$ cat src/hw/rtl/tcw_pkg.sv
`timescale 1ns / 1ps
// ----------------------------------------------------------------------------
// tcw_pkg
// Shared constants, command codes and types of the text console writer.
// ----------------------------------------------------------------------------
package tcw_pkg;

	localparam int COLUMNS = 80;
	localparam int ROWS    = 25;
	localparam int CELLS   = COLUMNS * ROWS;

	localparam int ADDR_W = 11;
	localparam int COL_W  = 7;
	localparam int ROW_W  = 5;
	localparam int CELL_W = 16;

	localparam logic [7:0]        CHAR_NEWLINE = 8'd10;
	localparam logic [7:0]        CHAR_SPACE   = 8'h20;
	localparam logic [CELL_W-1:0] RESET_CELL   = 16'h0500;
	localparam logic [7:0]        COLOR_RESET  = 8'd5;

	localparam logic [2:0] CMD_PUT    = 3'd0;
	localparam logic [2:0] CMD_DELETE = 3'd1;
	localparam logic [2:0] CMD_SWITCH = 3'd2;
	localparam logic [2:0] CMD_CLEAR  = 3'd3;
	localparam logic [2:0] CMD_READ   = 3'd4;

	localparam logic REG_TEXT_COLOR  = 1'b0;
	localparam logic REG_MIRROR_LOCK = 1'b1;

	typedef enum logic [2:0] {
		OP_PUT,
		OP_NEWLINE,
		OP_DELETE,
		OP_SWITCH,
		OP_CLEAR,
		OP_READ,
		OP_NOP
	} op_t;

	typedef struct packed {
		op_t               op;
		logic [7:0]        ch;
		logic              clr_first;
		logic              clr_second;
		logic [ADDR_W-1:0] cell_idx;
	} cmd_t;

endpackage

$ cat src/hw/rtl/tcw_cmd_queue.sv
`timescale 1ns / 1ps
// ----------------------------------------------------------------------------
// tcw_cmd_queue
// Two-entry command queue between the front and the back.
// ----------------------------------------------------------------------------
module tcw_cmd_queue import tcw_pkg::*; (
	input  logic clk,
	input  logic arst_n,
	input  logic wr_en,
	input  cmd_t wr_data,
	output logic full,
	input  logic rd_en,
	output cmd_t rd_data,
	output logic valid
);

	cmd_t       slot_q [2];
	logic       wptr_q;
	logic       rptr_q;
	logic [1:0] count_q;

	assign full    = (count_q == 2'd2);
	assign valid   = (count_q != 2'd0);
	assign rd_data = slot_q[rptr_q];

	always_ff @(posedge clk or negedge arst_n) begin
		if (!arst_n) begin
			wptr_q  <= 1'b0;
			rptr_q  <= 1'b0;
			count_q <= 2'd0;
		end else begin
			if (wr_en) wptr_q <= ~wptr_q;
			if (rd_en) rptr_q <= ~rptr_q;
			if (wr_en && !rd_en) count_q <= count_q + 2'd1;
			else if (!wr_en && rd_en) count_q <= count_q - 2'd1;
		end
	end

	always_ff @(posedge clk) begin
		if (wr_en) slot_q[wptr_q] <= wr_data;
	end

endmodule

$ cat config.mk
export PLATFORM = sky130hd
export DESIGN_NAME = tcw_cmd_queue
export DESIGN_NICKNAME = d
export VERILOG_FILES = /design/src/hw/rtl/tcw_pkg.sv /design/src/hw/rtl/tcw_cmd_queue.sv
export SDC_FILE = /design/constraint.sdc
export NUM_CORES = 1
export LEC_CHECK = 0
export ABC_AREA = 1
export ABC_CLOCK_PERIOD_IN_PS = 2700
export BUFFER_PORTS_ARGS = -buffer_cell sky130_fd_sc_hd__buf_2
export CAP_MARGIN = 15
export CORE_ASPECT_RATIO = 1.25
export CORE_MARGIN = 10
export CORE_UTILIZATION = 39
export DETAILED_ROUTE_END_ITERATION = 6
export PLACE_DENSITY = 0.64
export SLEW_MARGIN = 20
export SYNTH_ARGS = -nofsm -noshare
export SYNTH_HDL_FRONTEND = slang
export SYNTH_SLANG_ARGS = --single-unit
$ cat constraint.sdc
create_clock -name clk -period 2.7 [get_ports clk]
set_clock_uncertainty 0.15 [all_clocks]
set_input_delay 0.54 -clock clk [delete_from_list [all_inputs] [get_ports clk]]
set_output_delay 0.54 -clock clk [all_outputs]
set_load 0.05 [all_outputs]
======== Yosys cells after proc, flatten, opt, wreduce, memory -nomap -nowiden ========
Memory sizes are Yosys's and may differ from the RTL's.
Cells that the tools add are included.
storage, ports and cells
  logic and storage cells ................. 19
  flip-flop bits (word level) ............. 4
  input bits .............................. 28
  RAM bits ................................ 48
  output and inout bits ................... 26
  memories ................................ 1
memory list
  memory  depth  width  read ports  clocked after Yosys merged registers in  write ports  line                 text
  slot_q  2      24     1           0                                        1            tcw_cmd_queue.sv:17  cmd_t slot_q [2];
cells by class
  add/sub/neg operators ................... 2
  bitwise gates (word level) .............. 2
  reduce and logical (&&, ||, !) cells .... 6
  eq/ne operators ......................... 1
  multiplexer cells ....................... 4
operators with widths
  operator                                                             count
  2-bit 2-to-1 mux                                                     2
  2-bit nonzero test                                                   2
  2-bit by 1-bit adder with 2-bit output (second input constant)       1
  2-bit == test (second input constant)                                1
  1-bit logical AND                                                    2
  1-bit logical NOT                                                    2
  1-bit 2-to-1 mux                                                     2
  1-bit inverter                                                       2
  2-bit by 1-bit subtractor with 2-bit output (second input constant)  1

======== Depth between registers and ports, before layout ========
  word-level depth ........................ 4
  depth in mapped cells ................... 7
  depth with buffers taken out ............ 7

======== Worst setup path after synthesis ========
OpenSTA, ideal clock, no wires.
  kind .................................... input-to-reg
  start point ............................. input port wr_en
  end point ............................... memory slot_q[0][0] in the netlist's numbering (enable)
  library setup time ...................... 0.405 ns
  path buffers ............................ 0
  setup slack ............................. 0.549 ns
  stages on the path ...................... 2
  required time ........................... 2.145 ns
  arrival ................................. 1.595 ns
  path through ............................ inv_1 nor2_1
between the ends
  cells in the longest elaborated chain, start to end .. 2
ends and longest elaborated chain
  what                                    line                 text
  from (decl)                             tcw_cmd_queue.sv:9   input logic wr_en,
  1-bit 2-to-1 mux                        tcw_cmd_queue.sv:40  if (wr_en) slot_q[wptr_q] <= wr_data;
  1-bit 2-to-1 mux (implied by the code)  tcw_cmd_queue.sv:40
  to (decl)                               tcw_cmd_queue.sv:17
No other way between the ends.

==> results by stage <==
Status:
- The flow ran to the end, and the final reports show no timing, DRC or antenna violations.

Critical path:
- For the worst setup path, the data arrival time is 1460 ps.
- STA classifies the critical path endpoint as a primary output.
- The register-to-register path setup slack is 1380 ps.
- At the worst endpoint, the required time is around 2000 ps.
- The worst setup path is of the flip-flop to primary output kind.
- The worst setup path is launched from a flip-flop.
- The reg-to-reg critical path endpoint is slot_q[0][3].
- The number of cells on the worst reg-to-reg path is 2.
- Along the worst path, the maximum fanout reaches 14.
- The source of the worst register-to-register timing path is wptr_q.

Die:
- The number of ports placed on the die boundary is between 50 and 60.
- The floorplan step defined a die boundary enclosing 0.008544 mm^2.
- The floorplan has 29 rows.
- Measured along the x axis, the die boundary spans 84.70 um.
- For this configuration, the core starts out at a cell density of about two fifths.
- The vertical die dimension is 100.9 um.
- The floorplan core area is about 0.0051 mm^2.

STA:
- The max-slew violation count is 0.
- The transition at the pin with the smallest max-transition slack is 321.4 ps.
- Setup repair after global routing left no endpoint under its margin.
- Dividing the final minimum period by the clock period gives 79.66%.
- The maximum clock frequency is 464.9 MHz.
- The final setup slack of the worst path is 549.2 ps.
- The count of final hold-check violations is 0.
- The final count of negative-setup-slack endpoints is 0.
- The final critical delay including setup and external delays is 2151 ps.
- After routing, the total negative slack on setup checks comes to 0 ps.
- The worst max-slew margin expressed relative to the limit is around four fifths.

Route:
- The detailed-route DRC error count is 0.
- After the first detailed-routing iteration, the DRC count stood at 56.
- The wire length per cell is 16.18 um.
- The detailed-routing iteration count for the pre-antenna-repair pass is 5.
- The final layout contains routed wiring with a total length of 3641 um.
- The antenna violation net count after detailed routing is 0.
- The detailed-route via count is 1,025.
- The post-detailed-route via-to-cell ratio is approximately 4.6.

Synth:
- In this run the biggest area consumer among cell types represents 70.63% of the synthesized area.
- Counting distinct cell types in the post-synthesis netlist gives 14.
- After synthesis the netlist holds a flip-flop and latch count of 52.
- The average cell area after synthesis is 20.41 um^2.
- The synthesized netlist net count is approximately 130.
- After synthesis, the cell types taking the most area are sky130_fd_sc_hd__edfxtp_1 71%, sky130_fd_sc_hd__mux2_4 14%, sky130_fd_sc_hd__dfrtp_1 4.9%.
- Sequential elements use 75.54% of the synthesized area.
- After synthesis the cells add up to a little over 0.002 mm^2.
- Yosys printed 0 warnings.
- The cell count after synthesis is 100.
- The synthesized design spends more area on one cell type than any other, namely sky130_fd_sc_hd__edfxtp_1.

Finish:
- In the layout the commonest cells are 53 x sky130_fd_sc_hd__buf_2, 48 x sky130_fd_sc_hd__edfxtp_1, 19 x sky130_fd_sc_hd__mux2_4, 7 x sky130_fd_sc_hd__inv_1, 7 x sky130_fd_sc_hd__clkbuf_8.
- At the end of the flow, the number of nets in the layout was 191.
- The fraction of final layout cells with drive strength greater than 1 is 55.21%.
- Compared with the post-synthesis result, the final layout area differs by 22.56%.
- The number of inserted diodes is 0.
- The commonest non-fill, non-tap cell in the layout is sky130_fd_sc_hd__buf_2.
- The number of fill cells is between 400 and 500.

Worst hold path:
- The depth of the worst hold-timing path is 1.
- The worst hold path terminates at slot_q[1][10].
- The class of the most critical hold timing path is input port to flip-flop.
- The hold path startpoint is wr_data[10].

Placed design:
- Prior to clock tree synthesis, the placed netlist has a worst setup slack of 858.7 ps.
- After legalization and detailed placement, the total HPWL measured 2791 um.
- The final weighted congestion in routability-driven placement is 0.6486.
- During placement, the flow inserted port buffers numbering 53.

Clock tree:
- The CTS tree is yes.
- The number of setup buffers added after CTS is 0.
- The number of hold buffers added after cts is 1.
- The clock transition at the registers of the reported paths is 80 ps.
- The longest clock path from root to sink contains 2 buffers.
- The CTS sink count is 52.
- The clock root buffer is sky130_fd_sc_hd__clkbuf_8.
- At the later pin of the worst-skew pair, clock insertion delay measures 290 ps.
- The number of H-tree levels is 2.
- Once the clock tree was built, the resizer swapped 0 gates to a different size.
- The number of buffers created by CTS is 5.

Global route:
- The remaining global-route overflow is 0.
- For this run, the total global-route usage over all layers was measured as 8.961%.
- The via count of the first global-routing pass is 1,173.
- The first global-routing pass estimated 5940 um of wire.
- The pin count of the biggest net entering global routing is 25.
- The initial antenna violation count is 0.

Pwr:
- The leakage power of the design is between 1 and 1.5 nW.
- The maximum vdd ir drop is between 0.5 and 0.6 mV.
- Power spread over the standard cell area amounts to 1205 mW/mm^2.

Flow run:
- The max-cap violation count is 0.
[worst max path at each step]
stage               cells after the start            to  slack [ps]  startpoint
detailed placement                      3    rd_data[6]         860      rptr_q
global route                            3    rd_data[8]         480      rptr_q
global placement                        3   rd_data[13]         880      rptr_q
finish                                  3   rd_data[14]         550      rptr_q
CTS                                     3   rd_data[13]         530      rptr_q
floorplan                               2  slot_q[0][0]         550       wr_en
[cell families (layout without fill, tap and decap cells)]
kind of cell | after synthesis | in the layout | share of synthesized area [%]
adders and majority gates | 1 | 1 | 0.6130
buffers and inverters | 10 | 73 | 3.802
xor gates and xnor gates | 3 | 3 | 1.288
muxes | 24 | 24 | 16.74
DFF | 52 | 52 | 75.54
and+or+nand+nor | 10 | 10 | 2.023
[synth_stat cells, drive strengths merged]
library cell  instances
buf                   3
dfrtp                 4
edfxtp               48
ha                    1
inv                   7
mux2                 24
nand2                 6
nand3                 1
nand4                 1
nor2                  2
xnor2                 1
xor2                  2
[through the flow]
step           util, %  cells  power [W]  area (um^2)  hold slack [ps]
6_report         49.24    225   0.003014         2501            283.1
5_1_grt          49.24    225   0.003161         2501            258.1
4_1_cts          49.24    225   0.003064         2501            270.3
3_5_place_dp     46.55    216   0.002513         2365            201.3
3_3_place_gp     46.55    216   0.002474         2365            195.9
2_1_floorplan        -    100   0.002291         2041            94.41
[area by class of cell]
cell class | instances | area, um^2 | area share, %
inverter | 7 | 26.28 | 1.051
clock inverter | 1 | 30.03 | 1.201
timing repair buffer | 58 | 305.3 | 12.21
clock buffer | 7 | 96.34 | 3.852
sequential | 52 | 1541 | 61.63
tap | 62 | 77.57 | 3.102
multi-input combinational | 38 | 424.2 | 16.96
[power breakdown]
part / total (W) / switching [W] / internal [W]
logic: 0.00133 / 0.000914 / 0.000418
clock network: 0.000549 / 0.000222 / 0.000327
registers: 0.00113 / 0.0000587 / 0.00107
[critical path, cell delays in order, from the launching register on]
cell	delay, ps
sky130_fd_sc_hd__dfrtp_1	350
sky130_fd_sc_hd__buf_4	270
sky130_fd_sc_hd__mux2_4	330
sky130_fd_sc_hd__buf_2	210
[registers in the layout, summed over array words and instances (netlist names)]
register / count
slot_q: 48
count_q: 2
rptr_q: 1
wptr_q: 1
[metal layers]
layer / vias up / routed length, um / GRT usage, %
li1: 491 / - / -
met1: 500 / 1276 / 8.333
met2: 30 / 2170 / 17.16
met3: 4 / 151 / 2.589
met4: 0 / 43 / 4.569
met5: - / 0 / 0
Power figures use the tool's default switching activity.
