<file path="src/hw/rtl/tcw_pkg.sv">
`timescale 1ns / 1ps
// ----------------------------------------------------------------------------
// tcw_pkg
// Shared constants, command codes and types of the text console writer.
// ----------------------------------------------------------------------------
package tcw_pkg;

	localparam int COLUMNS = 80;
	localparam int ROWS    = 25;
	localparam int CELLS   = COLUMNS * ROWS;

	localparam int ADDR_W = 11;
	localparam int COL_W  = 7;
	localparam int ROW_W  = 5;
	localparam int CELL_W = 16;

	localparam logic [7:0]        CHAR_NEWLINE = 8'd10;
	localparam logic [7:0]        CHAR_SPACE   = 8'h20;
	localparam logic [CELL_W-1:0] RESET_CELL   = 16'h0500;
	localparam logic [7:0]        COLOR_RESET  = 8'd5;

	localparam logic [2:0] CMD_PUT    = 3'd0;
	localparam logic [2:0] CMD_DELETE = 3'd1;
	localparam logic [2:0] CMD_SWITCH = 3'd2;
	localparam logic [2:0] CMD_CLEAR  = 3'd3;
	localparam logic [2:0] CMD_READ   = 3'd4;

	localparam logic REG_TEXT_COLOR  = 1'b0;
	localparam logic REG_MIRROR_LOCK = 1'b1;

	typedef enum logic [2:0] {
		OP_PUT,
		OP_NEWLINE,
		OP_DELETE,
		OP_SWITCH,
		OP_CLEAR,
		OP_READ,
		OP_NOP
	} op_t;

	typedef struct packed {
		op_t               op;
		logic [7:0]        ch;
		logic              clr_first;
		logic              clr_second;
		logic [ADDR_W-1:0] cell_idx;
	} cmd_t;

endpackage

</file>
<file path="src/hw/rtl/tcw_front.sv">
`timescale 1ns / 1ps
// ----------------------------------------------------------------------------
// tcw_front
// Accepts input items and classifies them into decoded commands.
// ----------------------------------------------------------------------------
module tcw_front import tcw_pkg::*; (
	input  logic              push,
	output logic              full,
	input  logic [2:0]        command,
	input  logic [7:0]        char_code,
	input  logic [1:0]        clear_target,
	input  logic [ADDR_W-1:0] cell_index,
	input  logic              q_full,
	input  logic              init_busy,
	output logic              q_wr,
	output cmd_t              q_data
);

	assign full = q_full | init_busy;
	assign q_wr = push & ~full;

	always_comb begin
		q_data            = '0;
		q_data.op         = OP_NOP;
		q_data.ch         = char_code;
		q_data.cell_idx   = cell_index;
		q_data.clr_first  = (clear_target == 2'd1);
		q_data.clr_second = (clear_target == 2'd2);
		unique case (command)
			CMD_PUT:    q_data.op = (char_code == CHAR_NEWLINE) ? OP_NEWLINE : OP_PUT;
			CMD_DELETE: q_data.op = OP_DELETE;
			CMD_SWITCH: q_data.op = OP_SWITCH;
			CMD_CLEAR:  q_data.op = OP_CLEAR;
			// out-of-range reads return zero and touch nothing
			CMD_READ:   q_data.op = (cell_index < ADDR_W'(CELLS)) ? OP_READ : OP_NOP;
			default:    q_data.op = OP_NOP;
		endcase
	end

endmodule

</file>
<file path="config.mk">
export PLATFORM = sky130hd
export DESIGN_NAME = tcw_front
export DESIGN_NICKNAME = d
export VERILOG_FILES = /design/src/hw/rtl/tcw_pkg.sv /design/src/hw/rtl/tcw_front.sv
export SDC_FILE = /design/constraint.sdc
export NUM_CORES = 1
export LEC_CHECK = 0
export BUFFER_PORTS_ARGS = -buffer_cell sky130_fd_sc_hd__buf_4
export CORE_AREA = 2 2 39 41
export DETAILED_ROUTE_END_ITERATION = 16
export DIE_AREA = 0 0 41 43
export MAX_ROUTING_LAYER = met4
export PLACE_DENSITY = 0.78
export SLEW_MARGIN = 0
export SYNTH_ARGS = -nofsm -noshare
export SYNTH_HDL_FRONTEND = slang
export SYNTH_SLANG_ARGS = --single-unit
</file>
<file path="constraint.sdc">
create_clock -name vclk -period 0.8
set_clock_uncertainty 0.2 [all_clocks]
set_input_delay 0.04 -clock vclk [all_inputs]
set_output_delay 0.04 -clock vclk [all_outputs]
set_load 0.02 [all_outputs]
</file>
# Word-level counts from Yosys, hierarchy flattened
# Cells that the tools add are included.
# classes
n_addsub	0
multipliers	0
div_mod_pow	0
order_cmp	1
eq_ne	7
n_shift	0
mux	3
bitwise_logic	3
reduce_logical	1
# ops
operator	n
$pmux W3 S5	1
$lt A11 B11 Y1 const B	1
$eq A8 B4 Y1 const B	1
$eq A3 B2 Y1 const B	2
$eq A3 B1 Y1 const B	1
$eq A3 B3 Y1 const B	1
$logic_not A3 Y1	1
$eq A2 B1 Y1 const B	1
$eq A2 B2 Y1 const B	1
$mux W2	1
$and A1 B1 Y1	1
$mux W1	1
$not A1 Y1	1
$or A1 B1 Y1	1
# totals
register_bits	0
latchBits	0
ram_bits	0
romBits	0
out_inout_bits	26
word_cells	15
n_memories	0

# Depth between registers and ports, before layout
# Gate-level depths: netlist of run 1.
# logic_depth
ltp_word	3
mapped_depth	3

# Least setup slack after synthesis of run 1
# No wires, ideal clock.
# synth_path
path_type	input port to output port
start	input char_code[5]
end	output q_data[21] in the netlist's numbering
arrival_time_ns	0.953
required_ns	0.560
slack_ns	-0.393
cell_stages	3
n_path_buf	0
cell_sequence	nor4_2 a211oi_1 a2111oi_2
# synth_rtl
element	line_no	text
from (decl)	tcw_front.sv:10	input logic [7:0] char_code,
to (decl)	tcw_front.sv:16	output cmd_t q_data

==> results.md, run 1 <==
* Outcome: finished with violations
* Violated checks: hold timing, setup timing
* Full die area at 1760 um2
* Core Footprint at 1380 um2
* Largest fanout on the critical path at 2
* Number of antenna violations at the first check in global routing at 0
* Antenna diode instance count at 0
* Sequential cells at 0
* Seq. cell area at 0 um2
* Routed len/inst at 10.8 um
* Sort of element at the end of the critical path: output pin
* Cell variety after synth at 14
* Most instantiated cells after synthesis: sky130_fd_sc_hd__buf_4 (19), sky130_fd_sc_hd__nor2_1 (2), sky130_fd_sc_hd__nor2b_1 (2)
* Number of filler cells placed in the layout at 148
* Total buffers and inverters traversed by the critical path at 2
* Post-layout utilization of the core at 40.6%
* Share of synthesized cell area in and, or, nand and nor gates at 22.2%
* Area share of the largest cell type after synthesis at 55.1%
* Synth Area in XOR/XNOR at 3.38%
* Router iterations before antenna repair at 1
* Critical path launch point: char_code[5]
* Overflow after GRT at 0
* Cell at the slowest stage of the critical path: sky130_fd_sc_hd__nor4_4
* Tcrit/Tclk final at 147%
* DR vias/cell at 4.17
* Arrival time at the worst endpoint at 0.93 ns
* Crit path kind: input port to output pin
* PortBufs at 45
* Post-synth top area cell: sky130_fd_sc_hd__buf_4
* Placer's final routability congestion estimate at 0.496
* Wirelength, routed at 835 um
* Rel. slew slack at 82.4%
* Antenna-violating nets left at 0
* Global Route Usage Sum at 9.21%
* DR DRC count at 0
* Final WS setup at -0.373 ns
* Setup crit start kind: input port
* Slew of the pin with the lowest slew margin at 0.263 ns
* Worst hold margin at -0.120 ns
* Die W at 41 um
* Post-layout min period at 1.17 ns
* Starting density of the core at 18.7%
* Delay-heaviest family, CP: compound AO/OA/AOI/OAI gates
* Most frequent standard cell in the layout excluding fill and tap cells: sky130_fd_sc_hd__buf_4
* MaxCap Viol Count at 0
* Half-perimeter wire length after detailed placement at 780 um
* Number of clock buffers in the layout at 0
* Die Y at 43 um
* Slew Limit Fails at 0
* Crit path required time at 0.56 ns
* Proportion of synthesized chip area in sequential cells at 0%
* Share of final-layout standard cells stronger than drive strength 1 at 86.9%
* Wire length of the first global-routing pass at 1180 um
* Crit path cell chain: buf_6, nor4_4, a211oi_2, a2111oi_4, buf_4
* Proportion of synthesized area in mux cells at 0%
* Min-delay worst type: input port to output pin
* FMAX at 0.852 GHz
* IO Pins at 53
* Share of the synthesized area in compound gates (AO/OA/AOI/OAI) at 17.9%
* RSZ-0062 raised after global routing: yes
* Largest net degree at the start of global routing at 6
* Number of synthesis warnings at 0
* Synthesized area per cell at 7.62 um2
* CP max stage delay at 0.27 ns
* Final setup violation count at 3
* Setup Buffers After CTS at 0
* Most area-consuming cells after synthesis: sky130_fd_sc_hd__buf_4 (55%), sky130_fd_sc_hd__a2111oi_2 (5.8%), sky130_fd_sc_hd__and4bb_2 (4.8%), sky130_fd_sc_hd__nor2b_1 (4.8%), sky130_fd_sc_hd__nor4_2 (4.8%)
* Number of cells after detailed placement at 77
* Drt first-iter violations at 0
* Min-delay src: cell_index[0]
* Via count of the first global-routing pass at 298
* Main combinational cell family by area after synthesis: buffers and inverters
* Leakage component of the power at 0.280 nW
* Filler-free cell count of the finished design at 77
* Synthesized area at 259 um2
* Total power per unit cell area at 643 nW/um2
* VDD IR-drop max at 0.000191 V
* Final net count at 90
* Placement Rows at 14
* Total number of vias at 321
* Dominant cell by count in the synthesized netlist: sky130_fd_sc_hd__buf_4
* Most frequent cells in the layout: sky130_fd_sc_hd__buf_4 (35), sky130_fd_sc_hd__buf_6 (11), sky130_fd_sc_hd__nor2b_1 (2)
* Net count of the mapped netlist at 61
* Post-synthesis cell count at 34
* Layout area overhead at 117%
* Adder-cell share of the synthesized area at 0%
* Number of hold-slack violations in the final timing report at 4
-- cell type report --
type	instances	area [um2]	share of cell area, %
timing repair buffer	46	387	68.8
tap	16	20.0	3.56
multi-input combinational	14	151	26.9
inverter	1	3.75	0.668
-- final timing paths --
kind                      to  slack (ns)  cells after the start
setup / recovery  q_data[21]       -0.37                      5
hold / removal     q_data[0]       -0.12                      0
-- power breakdown --
group | total (mW) | internal (mW) | switching (mW) | leakage, nW
combinational | 0.361 | 0.198 | 0.163 | 0.280
clock | 0 | 0 | 0 | 0
sequential | 0 | 0 | 0 | 0
-- timing repair --
| action | CTS | global route |
|---|---|---|
| endpoints found under the hold margin | 4 | 4 |
| pin swaps | 2 | 0 |
| resized for setup | 12 | 0 |
| setup endpoints to repair | 5 | 3 |
-- per-stage QoR --
stage	setup TNS [ns]	hold slack, ns	cell area, um2	power [mW]	worst slack (ns)
floorplan	-0.221	-0.0812	295	0.213	-0.186
global placement	-0.767	-0.120	518	0.334	-0.396
detailed placement	-0.831	-0.120	518	0.342	-0.433
CTS	-0.676	-0.120	562	0.365	-0.412
global route	-0.759	-0.120	562	0.384	-0.457
finish	-0.600	-0.120	562	0.361	-0.373
-- kinds of logic (layout without fill, tap and decap cells) --
kind of cell	after synthesis	after routing
buffers and inverters	20	47
AND/OR/NAND/NOR	8	8
AO/OA/AOI/OAI	5	5
XOR/XNOR	1	1
-- per-layer routing --
| layer | share of wire [%] | vias to the layer above | wire (um) | track usage [%] |
|---|---|---|---|---|
| met4 | 0 | 0 | 0 | 0 |
| met1 | 23 | 140 | 196 | 7.59 |
| met5 | 0 | - | 0 | - |
| met3 | 15 | 0 | 127 | 1.05 |
| li1 | - | 154 | - | - |
| met2 | 61 | 27 | 511 | 20.0 |
Power figures use the tool's default switching activity.
==> run 2: changes to the inputs <==
--- a/config.mk
+++ b/config.mk
@@ -10,7 +10,7 @@
 export DETAILED_ROUTE_END_ITERATION = 16
 export DIE_AREA = 0 0 41 43
 export MAX_ROUTING_LAYER = met4
-export PLACE_DENSITY = 0.78
+export PLACE_DENSITY = 0.81
 export SLEW_MARGIN = 0
 export SYNTH_ARGS = -nofsm -noshare
 export SYNTH_HDL_FRONTEND = slang
==> results.md, run 2 (synthesis gave the netlist of run 1 again) <==
* Slew Limit Fails at 0
* Tcrit/Tclk final at 143%
* Placement Rows at 14
* Starting density of the core at 18.7%
* Leakage component of the power at 0.299 nW
* Cell count of the worst hold path at 0
* PortBufs at 45
* Full die area at 1760 um2
* Largest fanout on the critical path at 2
* Arrival time at the worst endpoint at 0.90 ns
* DR DRC count at 0
* Number of antenna violations at the first check in global routing at 0
* Die W at 41 um
* Routed len/inst at 11.3 um
* Total power per unit cell area at 639 nW/um2
* RSZ-0062 raised after global routing: yes
* Global Route Usage Sum at 9.83%
* Number of hold-slack violations in the final timing report at 4
* Sort of element at the end of the critical path: output pin
* Worst hold margin at -0.120 ns
* Router iterations before antenna repair at 2
* Overflow after GRT at 0
* FMAX at 0.874 GHz
* Violated checks: hold timing, setup timing
* Largest net degree at the start of global routing at 5
* Final WS setup at -0.344 ns
* Power after layout at 0.386 mW
* Min-delay worst type: input port to output pin
* Slew of the pin with the lowest slew margin at 0.251 ns
* DR vias/cell at 4.22
* Most frequent cells in the layout: sky130_fd_sc_hd__buf_4 (35), sky130_fd_sc_hd__buf_6 (9), sky130_fd_sc_hd__buf_8 (3), sky130_fd_sc_hd__nor2b_1 (2)
* Antenna diode instance count at 0
* Final net count at 92
* Post-layout utilization of the core at 43.7%
* Wirelength, routed at 893 um
* Drt first-iter violations at 3
* MaxCap Viol Count at 0
* Share of final-layout standard cells stronger than drive strength 1 at 87.3%
* Layout area overhead at 133%
* Antenna-violating nets left at 0
* Total number of vias at 333
* Die Y at 43 um
* Final setup violation count at 3
* IO Pins at 53
* Via count of the first global-routing pass at 327
* Rel. slew slack at 83.2%
* DP Area at 546 um2
* Number of clock buffers in the layout at 0
* Core Footprint at 1380 um2
* Post-layout min period at 1.14 ns
* Setup crit start kind: input port
* Sequential cells at 0
* Outcome: finished with violations
* Placer's final routability congestion estimate at 0.603
* VDD IR-drop max at 0.000273 V
* Crit path kind: input port to output pin
* Seq. cell area at 0 um2
* Post-layout instance area at 604 um2
* Aggregate negative setup slack at -0.580 ns
* Wire length of the first global-routing pass at 1260 um
* Crit path required time at 0.56 ns
* Half-perimeter wire length after detailed placement at 774 um
* Most frequent standard cell in the layout excluding fill and tap cells: sky130_fd_sc_hd__buf_4
-- run 2: layer usage --
layer  share of wire (%)  routed length [um]  global-route usage [%]  vias up
met3                  12                 103                       0        2
met1                  25                 225                    8.86      150
li1                    -                   -                       -      156
met2                  63                 562                    20.9       25
met4                0.22                   2                   0.667        0
met5                   0                   0                       -        -
-- run 2: final timing paths --
kind	slack (ns)	start	end
worst max-delay path	-0.34	char_code[5]	q_data[21]
worst min-delay path	-0.12	cell_index[2]	q_data[2]
-- run 2: repair_timing --
item	CTS	global route
setup endpoints to repair	4	4
resized for setup	14	2
pin swaps	5	2
buffers inserted	0	0
endpoints found under the hold margin	4	4
-- run 2: area by class of cell --
type | count | area [um2]
Tap cell | 16 | 20.0
Timing Repair Buffer | 48 | 429
Fill cell | 140 | 779
Inverter | 1 | 3.75
Multi-Input combinational cell | 14 | 151
-- run 2: critical path, stage by stage --
cell and delay (ns):
sky130_fd_sc_hd__buf_8 0.10, sky130_fd_sc_hd__nor4_4 0.27, sky130_fd_sc_hd__a211oi_2 0.12, sky130_fd_sc_hd__a2111oi_4 0.18, sky130_fd_sc_hd__buf_4 0.19
-- run 2: stage by stage --
step	cells	worst slack, ns
after CTS	79	-0.376
after global placement	79	-0.395
final	79	-0.344
after detailed placement	79	-0.392
after global routing	79	-0.411
after floorplan	34	-0.186
-- run 2: report_power, final --
group | total (mW) | switching (mW) | internal [mW]
logic | 0.386 | 0.168 | 0.218
clock network | 0 | 0 | 0
registers | 0 | 0 | 0
total | 0.386 | 0.168 | 0.218
